$ cat config.mk
export PLATFORM = sky130hd
export DESIGN_NAME = syslog_payload_classifier_unit
export DESIGN_NICKNAME = d
export VERILOG_FILES = /design/src/rtl/spc_pkg.sv /design/src/rtl/syslog_payload_classifier_unit.sv /design/src/rtl/spc_cfg_regs.sv /design/src/rtl/spc_parse.sv
export VERILOG_INCLUDE_DIRS = /design/src /design/src/rtl
export SDC_FILE = /design/constraint.sdc
export NUM_CORES = 1
export LEC_CHECK = 0
export BUFFER_PORTS_ARGS = -buffer_cell sky130_fd_sc_hd__buf_2
export CAP_MARGIN = 20
export CORE_UTILIZATION = 52
export CTS_CLUSTER_DIAMETER = 30
export DETAILED_ROUTE_END_ITERATION = 10
export MAX_ROUTING_LAYER = met4
export PLACE_DENSITY_LB_ADDON = 0.05
export RECOVER_POWER = 25
export SETUP_SLACK_MARGIN = 0.3
export SLEW_MARGIN = 40
export SYNTH_ARGS = -nofsm -noshare
export SYNTH_HDL_FRONTEND = slang
export SYNTH_SLANG_ARGS = --single-unit
$ cat constraint.sdc
create_clock -name clk -period 9.2 [get_ports clk]
set_input_delay 0.92 -clock clk [delete_from_list [all_inputs] [get_ports clk]]
set_output_delay 0.92 -clock clk [all_outputs]
set_load 0.03 [all_outputs]
$ cat src/rtl/syslog_payload_classifier_unit_defines.svh
// ----------------------------------------------------------------------------
// Syslog payload classifier assertion macros
// Shared assertion forms; the using module provides clk and rst_n.
// ----------------------------------------------------------------------------
`ifndef SYSLOG_PAYLOAD_CLASSIFIER_UNIT_DEFINES_SVH
`define SYSLOG_PAYLOAD_CLASSIFIER_UNIT_DEFINES_SVH

// The consequent must hold in the same cycle as the antecedent.
`define SPC_ASSERT_IMP(lbl, ante, cons, msg) \
  lbl: assert property (@(posedge clk) disable iff (!rst_n) (ante) |-> (cons)) \
    else $error(msg);

// The consequent must hold in the cycle after the antecedent.
`define SPC_ASSERT_NXT(lbl, ante, cons, msg) \
  lbl: assert property (@(posedge clk) disable iff (!rst_n) (ante) |=> (cons)) \
    else $error(msg);

`endif

$ cat src/rtl/spc_pkg.sv
// ----------------------------------------------------------------------------
// Syslog payload classifier package
// Shared types, register codes, characters and the text pattern table.
// ----------------------------------------------------------------------------
package spc_pkg;

  localparam int MAX_PRI_DIGITS_DEF = 4;
  localparam int NUM_PAT            = 14;
  localparam int PAT_BITS           = 96;
  localparam int CFG_AW             = 3;

  localparam logic [10:0] MIN_LEN_RST = 11'd20;
  localparam logic [15:0] MAX_LEN_RST = 16'd1024;

  localparam logic [7:0] CH_LT = 8'h3C;
  localparam logic [7:0] CH_GT = 8'h3E;
  localparam logic [7:0] CH_SP = 8'h20;
  localparam logic [7:0] CH_0  = 8'h30;
  localparam logic [7:0] CH_9  = 8'h39;

  localparam logic [NUM_PAT-1:0] ALL_ALIVE = '1;

  typedef enum logic [2:0] {
    PH_IDLE, PH_DIGITS, PH_AFTER_GT, PH_TEXT, PH_DECIDED
  } phase_t;

  typedef enum logic [2:0] {
    V_NONE, V_LAST, V_SNORT, V_MONTH, V_REJECT
  } verdict_t;

  typedef enum logic [1:0] {
    MK_NONE, MK_LAST, MK_SNORT, MK_MONTH
  } match_kind_t;

  typedef enum logic {
    REG_MIN_LEN, REG_MAX_LEN
  } reg_idx_t;

  typedef struct packed {
    logic [10:0] min_len;
    logic [15:0] max_len;
  } cfg_t;

  typedef struct packed {
    logic        valid;
    logic        is_syslog;
    match_kind_t kind;
  } res_t;

  // Pattern text, left aligned, first character in the top byte.
  function automatic logic [PAT_BITS-1:0] pat_str(input logic [3:0] k);
    logic [PAT_BITS-1:0] s;
    case (k)
      4'd0:    s = "last message";
      4'd1:    s = {"snort: ", 40'h0};
      4'd2:    s = {"Jan", 72'h0};
      4'd3:    s = {"Feb", 72'h0};
      4'd4:    s = {"Mar", 72'h0};
      4'd5:    s = {"Apr", 72'h0};
      4'd6:    s = {"May", 72'h0};
      4'd7:    s = {"Jun", 72'h0};
      4'd8:    s = {"Jul", 72'h0};
      4'd9:    s = {"Aug", 72'h0};
      4'd10:   s = {"Sep", 72'h0};
      4'd11:   s = {"Oct", 72'h0};
      4'd12:   s = {"Nov", 72'h0};
      4'd13:   s = {"Dec", 72'h0};
      default: s = '0;
    endcase
    return s;
  endfunction

  function automatic logic [3:0] pat_len(input logic [3:0] k);
    logic [3:0] n;
    case (k)
      4'd0:    n = 4'd12;
      4'd1:    n = 4'd7;
      default: n = 4'd3;
    endcase
    return n;
  endfunction

  function automatic logic [7:0] pat_char(input logic [3:0] k, input logic [3:0] off);
    logic [PAT_BITS-1:0] s;
    s = pat_str(k) << {off, 3'b000};
    return s[PAT_BITS-1 -: 8];
  endfunction

endpackage

$ cat src/rtl/syslog_payload_classifier_unit.sv
// ----------------------------------------------------------------------------
// An accepted last beat is held in the input register; its result beat is then registered onto out_valid.
// Throughput: 1 byte per cycle unless a stalled result raises in_stall; the parser state updates once per byte.
// Reset: synchronous, active low; packet state cleared, length window 20 / 1024.
// Syslog payload classifier: input register, parser, result register.
// ----------------------------------------------------------------------------
module syslog_payload_classifier_unit
  import spc_pkg::*;
#(
  parameter int MAX_PRIORITY_DIGITS = MAX_PRI_DIGITS_DEF
) (
  input  logic              clk,
  input  logic              rst_n,
  input  logic              in_valid,
  output logic              in_stall,
  input  logic [7:0]        in_data_byte,
  input  logic              in_first_byte,
  input  logic              in_last_byte,
  input  logic [15:0]       in_packet_length,
  output logic              out_valid,
  input  logic              out_stall,
  output logic              out_is_syslog,
  output logic [1:0]        out_match_kind,
  input  logic              psel,
  input  logic              penable,
  input  logic              pwrite,
  input  logic [CFG_AW-1:0] paddr,
  input  logic [31:0]       pwdata,
  output logic [31:0]       prdata,
  output logic              pready
);

  cfg_t        cfg;
  res_t        res;
  logic        adv;
  logic        fire;

  logic        s1_valid_r;
  logic [7:0]  s1_data_r;
  logic        s1_first_r;
  logic        s1_last_r;
  logic [15:0] s1_len_r;

  logic        out_valid_r;
  logic        out_is_syslog_r;
  match_kind_t out_kind_r;

  assign pready   = 1'b1;
  assign adv      = !out_valid_r || !out_stall;
  assign fire     = s1_valid_r && adv;
  assign in_stall = s1_valid_r && !adv;

  spc_cfg_regs u_cfg (
    .clk     (clk),
    .rst_n   (rst_n),
    .psel    (psel),
    .penable (penable),
    .pwrite  (pwrite),
    .paddr   (paddr),
    .pwdata  (pwdata),
    .prdata  (prdata),
    .cfg     (cfg)
  );

  spc_parse #(
    .MAX_PRIORITY_DIGITS (MAX_PRIORITY_DIGITS)
  ) u_parse (
    .clk           (clk),
    .rst_n         (rst_n),
    .fire          (fire),
    .data_byte     (s1_data_r),
    .first_byte    (s1_first_r),
    .last_byte     (s1_last_r),
    .packet_length (s1_len_r),
    .cfg           (cfg),
    .res           (res)
  );

  always_ff @(posedge clk) begin
    if (!rst_n) begin
      s1_valid_r <= 1'b0;
    end else if (!in_stall) begin
      s1_valid_r <= in_valid;
    end
  end

  always_ff @(posedge clk) begin
    if (in_valid && !in_stall) begin
      s1_data_r  <= in_data_byte;
      s1_first_r <= in_first_byte;
      s1_last_r  <= in_last_byte;
      s1_len_r   <= in_packet_length;
    end
  end

  always_ff @(posedge clk) begin
    if (!rst_n) begin
      out_valid_r <= 1'b0;
    end else if (adv) begin
      out_valid_r <= res.valid;
    end
  end

  always_ff @(posedge clk) begin
    if (adv && res.valid) begin
      out_is_syslog_r <= res.is_syslog;
      out_kind_r      <= res.kind;
    end
  end

  assign out_valid      = out_valid_r;
  assign out_is_syslog  = out_is_syslog_r;
  assign out_match_kind = out_kind_r;

endmodule

$ cat src/rtl/spc_cfg_regs.sv
// ----------------------------------------------------------------------------
// Syslog payload classifier configuration registers
// Bus-side register file holding the payload length window.
// ----------------------------------------------------------------------------
module spc_cfg_regs
  import spc_pkg::*;
(
  input  logic              clk,
  input  logic              rst_n,
  input  logic              psel,
  input  logic              penable,
  input  logic              pwrite,
  input  logic [CFG_AW-1:0] paddr,
  input  logic [31:0]       pwdata,
  output logic [31:0]       prdata,
  output cfg_t              cfg
);

  logic [10:0] min_len_r;
  logic [15:0] max_len_r;
  logic        wr_en;
  reg_idx_t    idx;

  assign wr_en = psel & penable & pwrite;
  assign idx   = reg_idx_t'(paddr[2]);

  always_ff @(posedge clk) begin
    if (!rst_n) begin
      min_len_r <= MIN_LEN_RST;
      max_len_r <= MAX_LEN_RST;
    end else if (wr_en) begin
      unique case (idx)
        REG_MIN_LEN: min_len_r <= pwdata[10:0];
        REG_MAX_LEN: max_len_r <= pwdata[15:0];
        default: ;
      endcase
    end
  end

  always_comb begin
    unique case (idx)
      REG_MIN_LEN: prdata = {21'd0, min_len_r};
      REG_MAX_LEN: prdata = {16'd0, max_len_r};
      default:     prdata = '0;
    endcase
  end

  assign cfg.min_len = min_len_r;
  assign cfg.max_len = max_len_r;

endmodule

$ cat src/rtl/spc_parse.sv
// ----------------------------------------------------------------------------
// Syslog payload classifier parser
// Per-packet header and text pattern state; one byte is consumed per beat.
// ----------------------------------------------------------------------------
`include "syslog_payload_classifier_unit_defines.svh"

module spc_parse
  import spc_pkg::*;
#(
  parameter int MAX_PRIORITY_DIGITS = MAX_PRI_DIGITS_DEF
) (
  input  logic        clk,
  input  logic        rst_n,
  input  logic        fire,
  input  logic [7:0]  data_byte,
  input  logic        first_byte,
  input  logic        last_byte,
  input  logic [15:0] packet_length,
  input  cfg_t        cfg,
  output res_t        res
);

  localparam int DIGIT_W = $clog2(MAX_PRIORITY_DIGITS + 1);

  logic [15:0]        byte_pos_r, byte_pos_nxt, byte_pos_p;
  phase_t             phase_r, phase_nxt, phase_p;
  logic [DIGIT_W-1:0] digit_cnt_r, digit_cnt_nxt, digit_cnt_p;
  logic [3:0]         text_off_r, text_off_nxt, text_off_p;
  logic [NUM_PAT-1:0] alive_r, alive_nxt, alive_p;
  verdict_t           verdict_r, verdict_nxt, verdict_p;

  logic [NUM_PAT-1:0] hit;
  logic [NUM_PAT-1:0] done;
  logic               len_ok;
  logic               is_digit;
  logic               do_text;
  logic               emit;
  verdict_t           kind_v;

  // Every live pattern is compared against the byte at the current text offset.
  always_comb begin
    for (int k = 0; k < NUM_PAT; k++) begin
      hit[k]  = alive_r[k] && (text_off_r < pat_len(4'(k))) &&
                (pat_char(4'(k), text_off_r) == data_byte);
      done[k] = hit[k] && ((text_off_r + 4'd1) == pat_len(4'(k)));
    end
  end

  assign len_ok   = (packet_length > {5'd0, cfg.min_len}) && (packet_length <= cfg.max_len);
  assign is_digit = (data_byte >= CH_0) && (data_byte <= CH_9);
  assign emit     = fire && last_byte && (first_byte || (phase_r != PH_IDLE));

  always_comb begin
    if (done[0]) begin
      kind_v = V_LAST;
    end else if (done[1]) begin
      kind_v = V_SNORT;
    end else begin
      kind_v = V_MONTH;
    end
  end

  // State after the current byte, before any end-of-packet clear.
  always_comb begin
    byte_pos_p  = byte_pos_r;
    phase_p     = phase_r;
    digit_cnt_p = digit_cnt_r;
    text_off_p  = text_off_r;
    alive_p     = alive_r;
    verdict_p   = verdict_r;
    do_text     = 1'b0;
    if (first_byte) begin
      byte_pos_p  = 16'd1;
      digit_cnt_p = '0;
      text_off_p  = '0;
      alive_p     = ALL_ALIVE;
      verdict_p   = V_NONE;
      if (len_ok && (data_byte == CH_LT)) begin
        phase_p = PH_DIGITS;
      end else begin
        phase_p   = PH_DECIDED;
        verdict_p = V_REJECT;
      end
    end else begin
      unique case (phase_r)
        PH_IDLE: ;
        PH_DIGITS: begin
          if (is_digit && (digit_cnt_r < DIGIT_W'(MAX_PRIORITY_DIGITS))) begin
            digit_cnt_p = digit_cnt_r + 1'b1;
          end else if (data_byte == CH_GT) begin
            phase_p = PH_AFTER_GT;
          end else begin
            phase_p   = PH_DECIDED;
            verdict_p = V_REJECT;
          end
        end
        PH_AFTER_GT: begin
          phase_p = PH_TEXT;
          do_text = (data_byte != CH_SP);
        end
        PH_TEXT:    do_text = 1'b1;
        PH_DECIDED: ;
        default: ;
      endcase
      if (do_text) begin
        alive_p = hit;
        if (|done) begin
          phase_p   = PH_DECIDED;
          verdict_p = (byte_pos_r < packet_length) ? kind_v : V_REJECT;
        end else if (hit == '0) begin
          phase_p   = PH_DECIDED;
          verdict_p = V_REJECT;
        end else begin
          text_off_p = text_off_r + 4'd1;
        end
      end
      if ((phase_r != PH_IDLE) && (byte_pos_r != 16'hFFFF)) begin
        byte_pos_p = byte_pos_r + 16'd1;
      end
    end
  end

  always_comb begin
    byte_pos_nxt  = byte_pos_r;
    phase_nxt     = phase_r;
    digit_cnt_nxt = digit_cnt_r;
    text_off_nxt  = text_off_r;
    alive_nxt     = alive_r;
    verdict_nxt   = verdict_r;
    if (emit) begin
      byte_pos_nxt  = '0;
      phase_nxt     = PH_IDLE;
      digit_cnt_nxt = '0;
      text_off_nxt  = '0;
      alive_nxt     = ALL_ALIVE;
      verdict_nxt   = V_NONE;
    end else if (fire) begin
      byte_pos_nxt  = byte_pos_p;
      phase_nxt     = phase_p;
      digit_cnt_nxt = digit_cnt_p;
      text_off_nxt  = text_off_p;
      alive_nxt     = alive_p;
      verdict_nxt   = verdict_p;
    end
  end

  always_comb begin
    res.valid     = emit;
    res.is_syslog = 1'b0;
    res.kind      = MK_NONE;
    case (verdict_p)
      V_LAST: begin
        res.is_syslog = 1'b1;
        res.kind      = MK_LAST;
      end
      V_SNORT: begin
        res.is_syslog = 1'b1;
        res.kind      = MK_SNORT;
      end
      V_MONTH: begin
        res.is_syslog = 1'b1;
        res.kind      = MK_MONTH;
      end
      default: ;
    endcase
  end

  always_ff @(posedge clk) begin
    if (!rst_n) begin
      byte_pos_r  <= '0;
      phase_r     <= PH_IDLE;
      digit_cnt_r <= '0;
      text_off_r  <= '0;
      alive_r     <= ALL_ALIVE;
      verdict_r   <= V_NONE;
    end else begin
      byte_pos_r  <= byte_pos_nxt;
      phase_r     <= phase_nxt;
      digit_cnt_r <= digit_cnt_nxt;
      text_off_r  <= text_off_nxt;
      alive_r     <= alive_nxt;
      verdict_r   <= verdict_nxt;
    end
  end

  `SPC_ASSERT_IMP(a_digit_bound, 1'b1, digit_cnt_r <= DIGIT_W'(MAX_PRIORITY_DIGITS), "priority digit count overran its bound")
  `SPC_ASSERT_IMP(a_idle_clean, phase_r == PH_IDLE, (verdict_r == V_NONE) && (byte_pos_r == 16'd0), "idle parser holds stale packet state")
  `SPC_ASSERT_IMP(a_decided_verdict, phase_r == PH_DECIDED, verdict_r != V_NONE, "decided packet has no verdict")
  `SPC_ASSERT_NXT(a_first_opens, fire && first_byte && !last_byte, phase_r != PH_IDLE, "first byte did not open a packet")

endmodule
---- Word level (Yosys, flattened, before mapping) ----
Cells that the tools add are included.
cells by class
  add/sub/neg operators ................... 3
  $lt $le $gt $ge ......................... 9
  equal/unequal tests ..................... 29
  shifts and indexed selects .............. 14
  multiplexer cells ....................... 34
  bitwise gates (word level) .............. 4
  reduce and logical (&&, ||, !) cells .... 73
operators with widths
  kind                                                  count
  left shift 95 x 7 -> 96 bit (first input constant)    14
  equality test 8 bit                                   14
  case mux 32 bit (2 select lines)                      1
  two-way mux 3 bit                                     20
  logical AND 1 bit                                     53
  two-way mux 16 bit                                    2
  two-way mux 14 bit                                    2
  adder 16 x 1 -> 16 bit (second input constant)        1
  equality test 8 x 6 -> 1 bit (second input constant)  2
  greater-than comparator 16 x 11 -> 1 bit              1
  <= comparator 16 bit                                  1
  < comparator 16 bit                                   1
  two-way mux 4 bit                                     4
  != test 16 bit (second input constant)                1
  logical NOT 14 bit                                    1
  OR reduction 14 bit                                   1
  equality test 3 x 2 -> 1 bit (second input constant)  4
  case mux 3 bit (3 select lines)                       1
  >= comparator 8 x 6 -> 1 bit (second input constant)  1
  <= comparator 8 x 6 -> 1 bit (second input constant)  1
  != test 8 x 6 -> 1 bit (second input constant)        1
  AND reduction 2 bit                                   4
  nonzero test 2 bit                                    4
  equality test 3 x 1 -> 1 bit (second input constant)  2
  other kinds (21)                                      29
storage, ports and cells
  register bits after elaboration ......... 101
  input port bits ......................... 68
  output and inout port bits .............. 38
  logic and storage cells ................. 182

---- Longest topological paths before layout ----
  depth after elaboration ................. 12
  gate-level depth with buffers ........... 14
  depth with buffers taken out ............ 10

---- Modules after synthesis ----
From an unflattened synthesis, not the netlist that was laid out.
second synthesis, totals
  cells, all modules ...................... 767
  area total of the unflattened synthesis .. 6,782.8 µm²
modules (own cells, without submodules)
  module                          instances  cells each  area an instance (µm²)  seq. area each (µm²)
  spc_parse                       1          580         4,409.2                 860.8
  spc_cfg_regs                    1          147         1,400.1                 540.5
  syslog_payload_classifier_unit  1          40          973.4                   910.9

---- Worst setup path after synthesis ----
Ideal clock, no wire load.
  path type ............................... register to register
  start ................................... reg u_parse.text_off_r[1]
  end ..................................... reg out_kind_r[0], in the netlist out_match_kind[0] (data pin)
  setup time .............................. 180 ps
  arrival ................................. 3,088 ps
  required time ........................... 9,020 ps
  path slack .............................. 5,932 ps
  stages on the path, launching flop included .. 14
  buffers on the path ..................... 3
  clock period less this slack ............ 3,268 ps
  path through ............................ dfxtp_1 buf_2 inv_1 ha_1 or3b_1 buf_2 xor2_2 nand2_1 or4_1 nand4_4 or4b_1 buf_4 nand3_2 a221oi_1
RTL lines
  element                 RTL line                               source
  from (decl)             spc_parse.sv:28                        logic [3:0] text_off_r, text_off_nxt, text_off_p;
  from (signal assigned)  spc_parse.sv:180                       text_off_r <= text_off_nxt;
  to (signal assigned)    syslog_payload_classifier_unit.sv:107  out_kind_r <= res.kind;
  to (decl)               syslog_payload_classifier_unit.sv:46   match_kind_t out_kind_r;

==> results.json <==
{
  "insertion_delay_ns": 0.36,
  "wl_um": 17500,
  "setup.worst_path.end_class": "flip-flop",
  "max_stage_delay_ns": 0.76,
  "synth-edff-count": 29,
  "path_cells": "inv_1 > ha_1 > or3b_1 > mux2i_1 > a2111oi_0 > nor2_1 > o2111ai_2 > or4b_1 > nand3_2 > a221oi_1",
  "totalPowerFinal_w": 0.000977,
  "layout_commonest_cell": "nand2_1",
  "rr_worst_depth": 10,
  "grt_setup_unrepaired": "no",
  "crit_slowest_cell": "dfxtp_1",
  "gp_congestion": 0.882,
  "outcome": "complete, but fails checks",
  "wire_per_inst_um": 16.6,
  "fp.dieH_um": 118,
  "post-route-util": 0.590,
  "r2r_end": "out_match_kind[1]$_DFFE_PP_",
  "cts_tree": "yes",
  "hold_end": "u_cfg.max_len_r[15]$_SDFFE_PN0P_",
  "drt_pass1_iterations": 7,
  "p_clk_frac": 0.389,
  "via_count": 6191,
  "synth.distinct_cells": 75,
  "timing.rr.start": "u_parse.text_off_r[1]$_SDFFE_PP0P_",
  "yosys_warnings": 0,
  "min_from": "u_cfg.max_len_r[15]$_SDFFE_PN0P_",
  "grt_max_degree": 44,
  "cp_top_family": "compound AO/OA/AOI/OAI gates",
  "finalMaxSlewViolations": 27,
  "antennaDiodeCount": 0,
  "antenna_left": 0,
  "setup_slack_ns": 4.87,
  "tightestPinTransition_ns": 1.63,
  "regArea_sq_mm": 0.00231,
  "hpwl_um": 13000,
  "power_frac_comb": 0.114,
  "final_layout_size_suffix_gt1_frac": 0.131,
  "h-tree-depth": 3,
  "avgSynthCellArea_sq_um": 8.32,
  "ys_seq_area_frac": 0.332,
  "pwr-share-seq": 0.497,
  "fin_nets": 992,
  "relSlewSlack": -0.0889,
  "reg2reg_setup_slack_ns": 4.87,
  "start_util": 0.543,
  "vdd_drop_max_mv": 0.0880,
  "pre_cts_slack_ns": 4.99,
  "hold_class": "flip-flop to flip-flop",
  "hold_viol_final": 0,
  "dpl_cell_area_sq_mm": 0.00726,
  "cts_sinks": 101,
  "path_clk_slew_ns": 0.08,
  "critPathMaxFanout": 15,
  "p_leak_nw": 3.04,
  "hold-path-cell-count": 2,
  "final.setup.tns_ns": 0,
  "cts_resized": 0,
  "drcViolationCount": 0,
  "power_per_cell_area_mw_per_mm2": 129,
  "async_reset_ff_frac": 0,
  "cp_num_buf_inv": 1,
  "fin_crit_ns": 4.33,
  "p_int_w": 0.000702,
  "numPortBuffers": 70,
  "arrival_ns": 4.50,
  "layout_common_cells": "nand2_1, dfxtp_1, buf_2",
  "syn2layout_area_growth_pct": 8.60,
  "die_w_um": 118,
  "crit_path_start_kind": "flip-flop",
  "synth_top_area_share": 0.207,
  "fin_crit_sh": 0.471,
  "ios": 106,
  "antenna_found_initial": 0,
  "std_cell_rows": 41,
  "post-synth-top-area-cell": "dfxtp_1",
  "setup_viol": 0,
  "fill_cells": 1215,
  "grt_pass1_wl_um": 29100,
  "ys_ff_latch": 101,
  "fin_worst_skew_ns": 0.00993,
  "critPathRequiredTime_ns": 9.36,
  "die_area_sq_mm": 0.0139,
  "final_cell_area_sq_mm": 0.00757,
  "worstSetupPathType": "flip-flop to flip-flop",
  "multi_input_area_sq_mm": 0.00416,
  "grt.total_usage": 0.267,
  "p_sw_w": 0.000275,
  "swShare": 0.281,
  "violations": "max-capacitance violations, max-slew violations",
  "core_sq_mm": 0.0128,
  "viasPerCell": 5.90,
  "cts_buffers": 9,
  "grt_remaining_overflow": 0,
  "clockBufferDepth": 2,
  "ys.flop_type": "dfxtp_1",
  "syn_inst": 838,
  "post_cts_buffers": 0,
  "clockRootBuffer": "clkbuf_16",
  "fmax_ghz": 0.231,
  "synthTopCellsByArea": "dfxtp_1, edfxtp_1, ha_1",
  "drt-initial-drc-count": 475,
  "cts_hold_buffers": 0,
  "cap_viol_max_count": 1,
  "first_global_vias": 5976,
  "netlist_area_sq_mm": 0.00697
}
==> worst max path at each step <==
| stage | slack [ns] | cells after the start | to | startpoint |
|---|---|---|---|---|
| floorplan | 5.93 | 13 | out_match_kind[0]$_DFFE_PP_ | u_parse.text_off_r[1]$_SDFFE_PP0P_ |
| detailed placement | 4.99 | 10 | out_match_kind[1]$_DFFE_PP_ | u_parse.text_off_r[1]$_SDFFE_PP0P_ |
| finish | 4.87 | 10 | out_match_kind[1]$_DFFE_PP_ | u_parse.text_off_r[1]$_SDFFE_PP0P_ |
| CTS | 4.96 | 10 | out_match_kind[1]$_DFFE_PP_ | u_parse.text_off_r[1]$_SDFFE_PP0P_ |
| global placement | 5.07 | 10 | out_match_kind[1]$_DFFE_PP_ | u_parse.text_off_r[1]$_SDFFE_PP0P_ |
| global route | 4.63 | 10 | out_match_kind[1]$_DFFE_PP_ | u_parse.text_off_r[1]$_SDFFE_PP0P_ |
==> power groups by stage <==
| stage | clock network (W) | registers (W) | logic [W] |
|---|---|---|---|
| global route | 0.000403 | 0.000487 | 0.000124 |
| detailed placement | 0 | 0.000496 | 0.000109 |
| global placement | 0 | 0.000496 | 0.000105 |
| CTS | 0.000388 | 0.000486 | 0.000110 |
| floorplan | 0 | 0.000485 | 0.0000881 |
| finish | 0.000380 | 0.000486 | 0.000111 |
==> cells by family (layout without fill, tap and decap cells) <==
| kind of cell | Yosys count | after routing | share of synthesized area |
|---|---|---|---|
| xor+xnor | 29 | 29 | 0.0375 |
| flops | 101 | 101 | 0.332 |
| buf+inv | 122 | 147 | 0.0822 |
| mux | 10 | 10 | 0.0149 |
| other cells | 2 | 17 | 0.00108 |
| fa+ha+maj | 51 | 51 | 0.0916 |
| simple gates | 323 | 323 | 0.242 |
| compound gates | 200 | 200 | 0.199 |
==> registers in the layout, indices dropped and copies added (netlist names), 2 cells and up <==
signal / count
out_match_kind: 2
s1_data_r: 8
s1_len_r: 16
u_cfg.max_len_r: 16
u_cfg.min_len_r: 11
u_parse.alive_r: 14
u_parse.byte_pos_r: 16
u_parse.digit_cnt_r: 3
u_parse.phase_r: 3
u_parse.text_off_r: 4
u_parse.verdict_r: 3
==> layout make-up <==
| type | instances | area share |
|---|---|---|
| Multi-Input combinational cell | 630 | 0.549 |
| Inverter | 57 | 0.0283 |
| Tap cell | 172 | 0.0284 |
| Clock inverter | 7 | 0.00893 |
| Sequential cell | 101 | 0.306 |
| Timing Repair Buffer | 74 | 0.0498 |
| Clock buffer | 9 | 0.0298 |
==> Yosys cell counts, types with 12 or more instances <==
master	count
a21oi_1	24
nand2_1	101
a21boi_0	27
xnor2_1	18
or3_1	15
nor2b_1	16
edfxtp_1	29
dfxtp_1	72
buf_2	14
clkbuf_1	27
o21ai_0	47
o211ai_1	22
buf_4	20
inv_1	57
nor3_1	16
nor2_1	57
nand3_1	18
nand4_1	20
ha_1	51
a21o_1	12
==> worst reg2reg max path, delay by kind of cell (launching register included) <==
family,cells,cell delay (ns)
flip-flops,1,0.76
AND/OR/NAND/NOR,4,1.19
AO/OA/AOI/OAI,3,1.20
multiplexers,1,0.15
adder cells (fa/ha/maj),1,0.62
buffers and inverters,1,0.22
==> per-stage QoR <==
step,hold WS [ns],instances
final,0.470,1050
after global routing,0.491,1050
after CTS,0.468,1049
after detailed placement,0.457,1033
after global placement,0.446,1033
after floorplan,0.433,853
==> layer usage <==
layer,wire length [um],track usage,vias up
met5,0,-,-
met4,280,0.0833,0
met3,636,0.0363,21
met2,8510,0.449,158
met1,8060,0.331,2976
li1,-,-,3036
No activity file was read; power rests on OpenSTA's default activity.
